`src/rtl/mexp_pkg.sv`:
```
// Package for the modular exponentiator: sequencer and multiplier state
// types and the control/status structs shared between them. No dependencies.
package mexp_pkg;

    localparam int FIELD_WIDTH = 32;

    typedef enum logic [3:0] {
        ST_IDLE,
        ST_BASE,
        ST_BASE_W,
        ST_STEP,
        ST_MUL,
        ST_MUL_W,
        ST_SQR,
        ST_SQR_W,
        ST_OUT
    } mexp_state_t;

    typedef enum logic [1:0] {
        MM_IDLE,
        MM_MUL,
        MM_RED,
        MM_DONE
    } mm_state_t;

    typedef struct packed {
        logic start;
    } mm_ctrl_t;

    typedef struct packed {
        logic busy;
        logic done;
    } mm_stat_t;

endpackage

```
`src/rtl/mexp_modmul.sv`:
```
// Shared modular multiplier: a registered full product, then bit-serial restoring
// reduction that shifts in the low half one bit per cycle. Depends on mexp_pkg.
module mexp_modmul
    import mexp_pkg::*;
#(
    parameter int OPERAND_WIDTH = 32
) (
    input  logic                     aclk,
    input  logic                     aresetn,
    input  mm_ctrl_t                 ctrl,
    input  logic [OPERAND_WIDTH-1:0] op_a,
    input  logic [OPERAND_WIDTH-1:0] op_b,
    input  logic [OPERAND_WIDTH-1:0] modulus,
    output mm_stat_t                 stat,
    output logic [OPERAND_WIDTH-1:0] result
);

    localparam int W  = OPERAND_WIDTH;
    localparam int CW = $clog2(W);
    localparam logic [CW-1:0] CNT_LAST = CW'(W - 1);

    mm_state_t         state_reg, state_next;
    logic [CW-1:0]     cnt_reg, cnt_next;
    logic [W-1:0]      op_a_reg, op_a_next;
    logic [W-1:0]      op_b_reg, op_b_next;
    logic [W-1:0]      rem_reg, rem_next;
    logic [W-1:0]      low_reg, low_next;
    logic [2*W-1:0]    product;
    logic [W:0]        n_ext;
    logic [W:0]        shifted;

    // a zero modulus stands for 2^W
    assign n_ext   = {(modulus == '0), modulus};
    assign product = op_a_reg * op_b_reg;
    assign shifted = {rem_reg, low_reg[W-1]};

    always_ff @(posedge aclk) begin
        if (!aresetn) begin
            state_reg <= MM_IDLE;
            cnt_reg   <= '0;
        end else begin
            state_reg <= state_next;
            cnt_reg   <= cnt_next;
        end
        op_a_reg <= op_a_next;
        op_b_reg <= op_b_next;
        rem_reg  <= rem_next;
        low_reg  <= low_next;
    end

    always_comb begin
        state_next = state_reg;
        cnt_next   = cnt_reg;
        op_a_next  = op_a_reg;
        op_b_next  = op_b_reg;
        rem_next   = rem_reg;
        low_next   = low_reg;
        unique case (state_reg)
            MM_IDLE: begin
                if (ctrl.start) begin
                    op_a_next  = op_a;
                    op_b_next  = op_b;
                    state_next = MM_MUL;
                end
            end
            MM_MUL: begin
                rem_next   = product[2*W-1:W];
                low_next   = product[W-1:0];
                cnt_next   = '0;
                state_next = MM_RED;
            end
            MM_RED: begin
                if (shifted >= n_ext) begin
                    rem_next = W'(shifted - n_ext);
                end else begin
                    rem_next = shifted[W-1:0];
                end
                low_next = {low_reg[W-2:0], 1'b0};
                cnt_next = cnt_reg + 1'b1;
                if (cnt_reg == CNT_LAST) begin
                    state_next = MM_DONE;
                end
            end
            MM_DONE: begin
                state_next = MM_IDLE;
            end
            default: begin
                state_next = MM_IDLE;
            end
        endcase
    end

    assign stat.busy = (state_reg != MM_IDLE);
    assign stat.done = (state_reg == MM_DONE);
    assign result    = rem_reg;

    a_start_idle: assert property (@(posedge aclk) disable iff (!aresetn)
        ctrl.start |-> state_reg == MM_IDLE)
        else $error("multiplier started while busy");

    a_done_pulse: assert property (@(posedge aclk) disable iff (!aresetn)
        stat.done |=> !stat.done && !stat.busy)
        else $error("done not a single pulse");

    a_red_follows_mul: assert property (@(posedge aclk) disable iff (!aresetn)
        (state_reg == MM_MUL) |=> (state_reg == MM_RED) && (cnt_reg == '0))
        else $error("reduction did not start after product");

endmodule

```
`src/rtl/modular_exponentiator.sv`:
```
// Modular exponentiator, right-to-left binary square and multiply.
// Takes one word at a time: s_tready is high only while the sequencer is idle.
// Every modular multiply runs on one shared unit and passes through a start,
// a product step, OPERAND_WIDTH reduction steps and a handoff.
// An item with a nonzero exponent takes one base reduction plus one multiply
// per set exponent bit and one squaring per bit below the highest set bit,
// with a decision step per exponent bit up to the highest set bit; an
// exponent of zero goes straight to the output state and returns 1.
// A modulus of zero means 2^OPERAND_WIDTH. Write the modulus only while the
// block is idle.
// Depends on mexp_pkg and mexp_modmul.
module modular_exponentiator
    import mexp_pkg::*;
#(
    parameter int OPERAND_WIDTH = 32
) (
    input  logic                   aclk,
    input  logic                   aresetn,
    input  logic                   cfg_we,
    input  logic [FIELD_WIDTH-1:0] cfg_wdata,    // modulus
    input  logic                   s_tvalid,
    output logic                   s_tready,
    input  logic [63:0]            s_tdata,      // [31:0] base_value, [63:32] power
    output logic                   m_tvalid,
    input  logic                   m_tready,
    output logic [31:0]            m_tdata       // [31:0] residue
);

    localparam int W = OPERAND_WIDTH;

    mexp_state_t          state_reg, state_next;
    logic [W-1:0]         modulus_reg;
    logic [W-1:0]         sq_reg, sq_next;
    logic [W-1:0]         acc_reg, acc_next;
    logic [W-1:0]         bits_reg, bits_next;
    logic                 m_tvalid_reg, m_tvalid_next;
    logic [31:0]          m_tdata_reg, m_tdata_next;
    mm_ctrl_t             mm_ctrl;
    mm_stat_t             mm_stat;
    logic [W-1:0]         mm_a, mm_b, mm_result;
    logic                 s_accept;
    logic                 out_free;

    mexp_modmul #(
        .OPERAND_WIDTH(W)
    ) u_modmul (
        .aclk    (aclk),
        .aresetn (aresetn),
        .ctrl    (mm_ctrl),
        .op_a    (mm_a),
        .op_b    (mm_b),
        .modulus (modulus_reg),
        .stat    (mm_stat),
        .result  (mm_result)
    );

    assign s_tready = (state_reg == ST_IDLE);
    assign s_accept = s_tvalid && s_tready;
    assign out_free = !m_tvalid_reg || m_tready;
    assign m_tvalid = m_tvalid_reg;
    assign m_tdata  = m_tdata_reg;

    always_ff @(posedge aclk) begin
        if (!aresetn) begin
            state_reg    <= ST_IDLE;
            modulus_reg  <= W'(1);
            m_tvalid_reg <= 1'b0;
        end else begin
            state_reg    <= state_next;
            m_tvalid_reg <= m_tvalid_next;
            if (cfg_we) begin
                modulus_reg <= cfg_wdata[W-1:0];
            end
        end
        sq_reg      <= sq_next;
        acc_reg     <= acc_next;
        bits_reg    <= bits_next;
        m_tdata_reg <= m_tdata_next;
    end

    always_comb begin
        state_next    = state_reg;
        sq_next       = sq_reg;
        acc_next      = acc_reg;
        bits_next     = bits_reg;
        m_tdata_next  = m_tdata_reg;
        m_tvalid_next = m_tvalid_reg && !m_tready;
        mm_ctrl.start = 1'b0;
        mm_a          = sq_reg;
        mm_b          = sq_reg;
        unique case (state_reg)
            ST_IDLE: begin
                if (s_accept) begin
                    sq_next   = s_tdata[W-1:0];
                    bits_next = s_tdata[32 +: W];
                    acc_next  = W'(1);
                    if (s_tdata[32 +: W] == '0) begin
                        state_next = ST_OUT;
                    end else begin
                        state_next = ST_BASE;
                    end
                end
            end
            ST_BASE: begin
                mm_ctrl.start = 1'b1;
                mm_b          = W'(1);
                state_next    = ST_BASE_W;
            end
            ST_BASE_W: begin
                if (mm_stat.done) begin
                    sq_next    = mm_result;
                    state_next = ST_STEP;
                end
            end
            ST_STEP: begin
                state_next = bits_reg[0] ? ST_MUL : ST_SQR;
            end
            ST_MUL: begin
                mm_ctrl.start = 1'b1;
                mm_a          = acc_reg;
                state_next    = ST_MUL_W;
            end
            ST_MUL_W: begin
                if (mm_stat.done) begin
                    acc_next = mm_result;
                    // skip the final squaring once no higher bit is set
                    if (bits_reg[W-1:1] == '0) begin
                        state_next = ST_OUT;
                    end else begin
                        state_next = ST_SQR;
                    end
                end
            end
            ST_SQR: begin
                mm_ctrl.start = 1'b1;
                state_next    = ST_SQR_W;
            end
            ST_SQR_W: begin
                if (mm_stat.done) begin
                    sq_next    = mm_result;
                    bits_next  = {1'b0, bits_reg[W-1:1]};
                    state_next = ST_STEP;
                end
            end
            ST_OUT: begin
                if (out_free) begin
                    m_tdata_next  = 32'(acc_reg);
                    m_tvalid_next = 1'b1;
                    state_next    = ST_IDLE;
                end
            end
            default: begin
                state_next = ST_IDLE;
            end
        endcase
    end

    a_accept_leaves_idle: assert property (@(posedge aclk) disable iff (!aresetn)
        s_accept |=> state_reg != ST_IDLE)
        else $error("accepted word did not start work");

    a_idle_unit_free: assert property (@(posedge aclk) disable iff (!aresetn)
        s_tready |-> !mm_stat.busy)
        else $error("multiplier busy while sequencer idle");

    a_out_loads: assert property (@(posedge aclk) disable iff (!aresetn)
        (state_reg == ST_OUT) && out_free |=> m_tvalid_reg && state_reg == ST_IDLE)
        else $error("result not loaded into output register");

    a_done_in_wait: assert property (@(posedge aclk) disable iff (!aresetn)
        mm_stat.done |-> (state_reg == ST_BASE_W) || (state_reg == ST_MUL_W)
                         || (state_reg == ST_SQR_W))
        else $error("multiplier result with no sequencer waiting");

endmodule
```
`config.mk`:
```
export PLATFORM = sky130hd
export DESIGN_NAME = modular_exponentiator
export DESIGN_NICKNAME = d
export VERILOG_FILES = /design/src/rtl/mexp_pkg.sv /design/src/rtl/mexp_modmul.sv /design/src/rtl/modular_exponentiator.sv
export SDC_FILE = /design/constraint.sdc
export NUM_CORES = 2
export LEC_CHECK = 0
export BUFFER_PORTS_ARGS = -buffer_cell sky130_fd_sc_hd__buf_2
export CORE_ASPECT_RATIO = 1.75
export CORE_MARGIN = 2
export CORE_UTILIZATION = 44
export CTS_CLUSTER_SIZE = 25
export DETAILED_ROUTE_END_ITERATION = 6
export PLACE_DENSITY = 0.62
export SLEW_MARGIN = 20
export SYNTH_ARGS = -nofsm -noshare
export SYNTH_HDL_FRONTEND = slang
export SYNTH_SLANG_ARGS = --single-unit
```
`constraint.sdc`:
```
create_clock -name aclk -period 19.85 [get_ports aclk]
set_input_delay 2.9775 -clock aclk [delete_from_list [all_inputs] [get_ports aclk]]
set_output_delay 2.9775 -clock aclk [all_outputs]
set_load 0.02 [all_outputs]
```
**Word-level counts from Yosys, hierarchy flattened**

Index checks and enable logic that the tools add are counted.

- Register bits: 300
- Output and inout bits: 34
- Word-level logic and storage cells: 86

- $add $sub $neg: 2
- Multiply operators: 1
- $lt $le $gt $ge: 1
- Equality and inequality tests: 19
- Muxes and demuxes: 27
- Reduce and logical (&&, ||, !) cells: 23

Operators with widths:

| kind | count |
|---|---|
| $pmux 32 s2 | 5 |
| $mux 32 | 7 |
| $logic_not 32->1 | 2 |
| $mul 32x32->64 | 1 |
| $ge 33x33->1 | 1 |
| $pmux 4 s8 | 1 |
| $sub 32x32->32 | 1 |
| $logic_not 31->1 | 1 |
| $mux 4 | 6 |
| $eq 4x3->1 const B | 4 |
| $pmux 5 s2 | 1 |
| $reduce_and 3->1 | 3 |
| $eq 4x2->1 const B | 2 |
| $ne 2x2->1 const B | 4 |
| $pmux 2 s4 | 1 |
| $reduce_bool 2->1 | 4 |
| $mux 2 | 3 |
| $ne 2x1->1 const B | 3 |
| $reduce_and 2->1 | 3 |
| $add 5x1->5 const B | 1 |
| $eq 5x5->1 const B | 1 |
| $eq 2x2->1 const B | 2 |
| $eq 4x1->1 const B | 1 |
| $eq 4x4->1 const B | 1 |
| other kinds (10) | 14 |

**Logic depth before layout (Yosys ltp)**

- Word-level depth: 5
- Mapped depth: 30
- Depth with buffers taken out: 28

**By module**

From an unflattened synthesis, not the netlist that was laid out.

- Cell total of the unflattened synthesis: 4809
- Area total of the unflattened synthesis: 47434.2 µm²

Modules (own cells, without submodules):

| module | times used | cells an instance | area an instance (µm²) |
|---|---|---|---|
| mexp_modmul | 1 | 4327 | 40387.5 |
| modular_exponentiator | 1 | 482 | 7046.8 |

**Worst setup path after synthesis**

No wires, ideal clock.

- Path type: register -> register
- Start point: reg u_modmul.op_a_reg[26]
- End point: reg u_modmul.rem_reg[30], in the netlist u_modmul.result[30] (data pin)
- Data arrival time: 7.194 ns
- Data required time: 19.693 ns
- Slack: 12.499 ns
- Cell stages (with the launch flop): 27
- Path buffers: 2
- Clock period less this slack: 7.351 ns
- Cell sequence: edfxtp_1 > clkbuf_1 > and2_1 > fa_1 > fa_1 > inv_1 > fa_1 > fa_1 > inv_1 > fa_1 > fa_1 > fa_1 > inv_1 > fa_1 > inv_1 > ha_1 > clkbuf_1 > nand4_1 > nor4_1 > inv_1 > o221a_2 > o31a_1 > o21ai_2 > a21oi_2 > o31ai_1 > mux2_1 > nor3_1

- Cells in the longest elaborated chain, start to end: 2

Ends and longest elaborated chain:

| item | RTL line | text |
|---|---|---|
| start, declared | mexp_modmul.sv:24 | `logic [W-1:0] op_a_reg, op_a_next;` |
| start signal, assigned | mexp_modmul.sv:45 | `op_a_reg <= op_a_next;` |
| $mul 32x32->64 | mexp_modmul.sv:34 | `assign product = op_a_reg * op_b_reg;` |
| $pmux 32 s2 | mexp_modmul.sv:58 | `unique case (state_reg)` |
| named net u_modmul.rem_next[30] | mexp_modmul.sv:26 | `logic [W-1:0] rem_reg, rem_next;` |
| end signal, assigned | mexp_modmul.sv:47 | `rem_reg <= rem_next;` |
| end, declared | mexp_modmul.sv:26 |  |

The timed path passes the listed nets, and every way through them passes these cells.
A chain may end at the register's enable or synchronous reset.

**Worst setup path after layout**

- Start point: reg u_modmul.op_a_reg[21]
- End point: reg u_modmul.rem_reg[30], in the netlist u_modmul.result[30] (data pin)

The elaborated chain is that of the path after synthesis.

==> metrics.csv <==
stage;metric;value;unit
placement;dp_slack;11.49;ns
timing;fin_ws;11.43;ns
critical_path;crit_top_cell;fa_1;
timing;relSlewSlack;29.2;%
global_routing;grt_pass1_wl;216000;um
global_routing;antenna_found_initial;3;
timing;worst_pin_slew;1.06;ns
critical_path;max_stage_delay;0.65;ns
worst_hold_path;min_from;acc_reg[29];
drt;detail_route.vias_per_cell;5.36;
critical_path;reg2reg_to;u_modmul.result[30];
floorplanning;dieArea;0.111;sq mm
drt;wire_per_inst;21.5;um
cells_and_area;nets;6170;
placement;port_buffers;134;
cells_and_area;fill_cells;10384;
drt;drt_iter0_markers;1687;
global_routing;grt_max_degree;104;
logic_synthesis;synth-seq-cells;300;
drt;vias;34056;
drt;firstDrtPassIters;7;
cts;cts_root_buffer;clkbuf_16;
logic_synthesis;synth_ff_type;edfxtp_1;
worst_hold_path;whs_path_depth;0;
placement;gp_congestion;0.934;
outcome;status;complete, no violations;
cts;cts_resized;0;
timing;fin_skew;0.0316;ns
cts;post_cts_buffers;0;
cts;hold_buffers;0;
global_routing;grt_pass1_vias;38221;
timing;period_minus_slack;8.42;ns
critical_path;cp-start-kind;flip-flop;
cts;numCtsBuffers;25;
cells_and_area;areaGrowthSynthToFinish;6.22;%
critical_path;cpMaxStageDelayCell;edfxtp_1;
timing;hold_viol;0;
placement;placed_area;0.0499;sq mm
worst_hold_path;hold_path.class;flip-flop to flip-flop;
timing;rsz0062_at_grt;no;
cts;h-tree-depth;1;
drt;drt_wl_total;136000;um
cts;clk_latency;0.59;ns
timing;fin_setup_tns;0;ns
logic_synthesis;syn-num-nets;6215;
floorplanning;row_count;160;
logic_synthesis;ys_warn_count;0;
logic_synthesis;synth.cell_area;0.0478;sq mm
cells_and_area;utilization;46.9;%
cts;clockBufferDepth;3;
floorplanning;ioPinCount;135;
global_routing;grt_overflow;0;
timing;finalCritPeriodShare;42.4;%
critical_path;worstReg2RegStart;u_modmul.op_a_reg[21];
floorplanning;die_x;253;um
critical_path;cp_max_fo;19;
critical_path;end_kind;flip-flop;
logic_synthesis;synth_edf_count;256;
logic_synthesis;syn_inst;4915;
cts;cts_sinks;300;
critical_path;reg2reg_depth;25;
logic_synthesis;async_flop_share;0;%
logic_synthesis;synth.distinct_cells;75;
global_routing;grt_usage;25.5;%
floorplanning;coreArea;0.108;sq mm
critical_path;criticalPathCategory;flip-flop to flip-flop;
critical_path;worstPathRequired;20.27;ns
critical_path;worstPathArrival;8.84;ns
critical_path;rrSetupSlack;11.43;ns
logic_synthesis;syn_avg_cell_area;9.73;sq um
drt;drc_errors;0;
timing;slew_violations;0;
logic_synthesis;synth_area_leader_cell;fa_1;
cells_and_area;fin_area;0.0508;sq mm
logic_synthesis;synth_top_area_share;37.6;%
logic_synthesis;synth_area_leaders;fa_1 (38%), edfxtp_1 (16%), ha_1 (7.9%), and2_1 (7.6%), inv_1 (7.4%);
logic_synthesis;synth_seq_area_share;17.9;%
timing;timing.fmax;119;MHz
cts;cts_tree;yes;
floorplanning;die-height;440;um
drt;ant_nets;0;
timing;setup_viol;0;
placement;dp_hpwl;109000;um
cells_and_area;drive_above_1_share;8.06;%
floorplanning;initial_utilization;44.2;%
worst_hold_path;hold_end;m_tdata[29];
flow_run;maxCapViolations;0;
cts;clk_pin_slew;0.09;ns
-- logic make-up (layout without fill, tap and decap cells) --
| family | count (synthesis) | count (layout) | share of synthesized area [%] |
|---|---|---|---|
| flip-flops | 300 | 300 | 17.9 |
| AO/OA/AOI/OAI | 421 | 421 | 5.60 |
| XOR/XNOR | 82 | 82 | 1.50 |
| buffers and inverters | 1229 | 1203 | 9.69 |
| AND/OR/NAND/NOR | 1537 | 1537 | 16.5 |
| other | 0 | 4 | 0 |
| adder cells (fa/ha/maj) | 1199 | 1199 | 45.5 |
| multiplexers | 147 | 147 | 3.35 |
-- Yosys cell counts, types with 14 or more instances --
cell type  instances
inv_1            943
fa_1             897
nand2_1          592
and2_1           578
ha_1             302
clkbuf_1         265
edfxtp_1         256
a21oi_1          127
mux2_2           102
o21ai_0           96
nor2b_1           86
nor2_1            80
xnor2_1           49
a21o_1            47
dfxtp_1           44
mux2i_1           44
and3_1            40
nand4_1           35
xor2_1            33
nand3_1           31
nor4_1            29
nor3_1            28
o211ai_1          21
o21bai_1          19
a31oi_1           17
nand2b_1          14
o21ai_1           14
-- worst max-delay path by stage --
stage | depth (start not counted) | end | from | slack (ns)
2_1_floorplan | 26 | u_modmul.result[30] | u_modmul.op_a_reg[26] | 12.50
3_3_place_gp | 26 | u_modmul.result[4] | u_modmul.op_a_reg[11] | 11.49
3_5_place_dp | 25 | u_modmul.result[30] | u_modmul.op_a_reg[21] | 11.49
4_1_cts | 25 | u_modmul.result[30] | u_modmul.op_a_reg[21] | 11.46
5_1_grt | 24 | u_modmul.result[30] | u_modmul.op_a_reg[21] | 11.06
6_report | 25 | u_modmul.result[30] | u_modmul.op_a_reg[21] | 11.43
-- worst max-delay path: cells and delay by family, from the launching register on --
kind            cells  cell delay (ns)
mux                 1             0.37
fa+ha+maj           9             4.55
simple gates        4             0.91
compound gates      5             1.12
flops               1             0.65
buf+inv             6             0.64
-- per-layer routing --
metal	track usage (%)	wire length (um)
met1	26.0	46000
met2	50.9	77600
met3	1.64	4490
met4	13.4	8350
met5	0	0
-- cell usage in the layout, fill, tap and decap left out, drive strengths merged, types with 49 or more instances in the layout --
cell type	n
inv	947
fa	897
nand2	592
and2	578
ha	302
edfxtp	256
buf	214
a21oi	129
o21ai	112
mux2	103
nor2b	86
nor2	80
xnor2	49
-- metrics by stage --
stage	hold slack [ns]	instances
6_report	0.425	6351
5_1_grt	0.462	6347
4_1_cts	0.433	6347
3_5_place_dp	0.429	6301
3_3_place_gp	0.426	6300
2_1_floorplan	0.420	4915
-- cell type report --
type | count | area, sq um | share of cell area, %
Multi-Input combinational cell | 3386 | 34700 | 68.3
Sequential cell | 300 | 8570 | 16.9
Timing Repair Buffer | 214 | 1280 | 2.53
Tap cell | 1458 | 1820 | 3.59
Clock inverter | 20 | 230 | 0.453
Antenna cell | 4 | 10.0 | 0.0197
Clock buffer | 26 | 629 | 1.24
Inverter | 943 | 3540 | 6.97
Power is left out: the tool's default activity adds up to more than one toggle a clock period on the data nets, which glitch-free logic cannot reach.
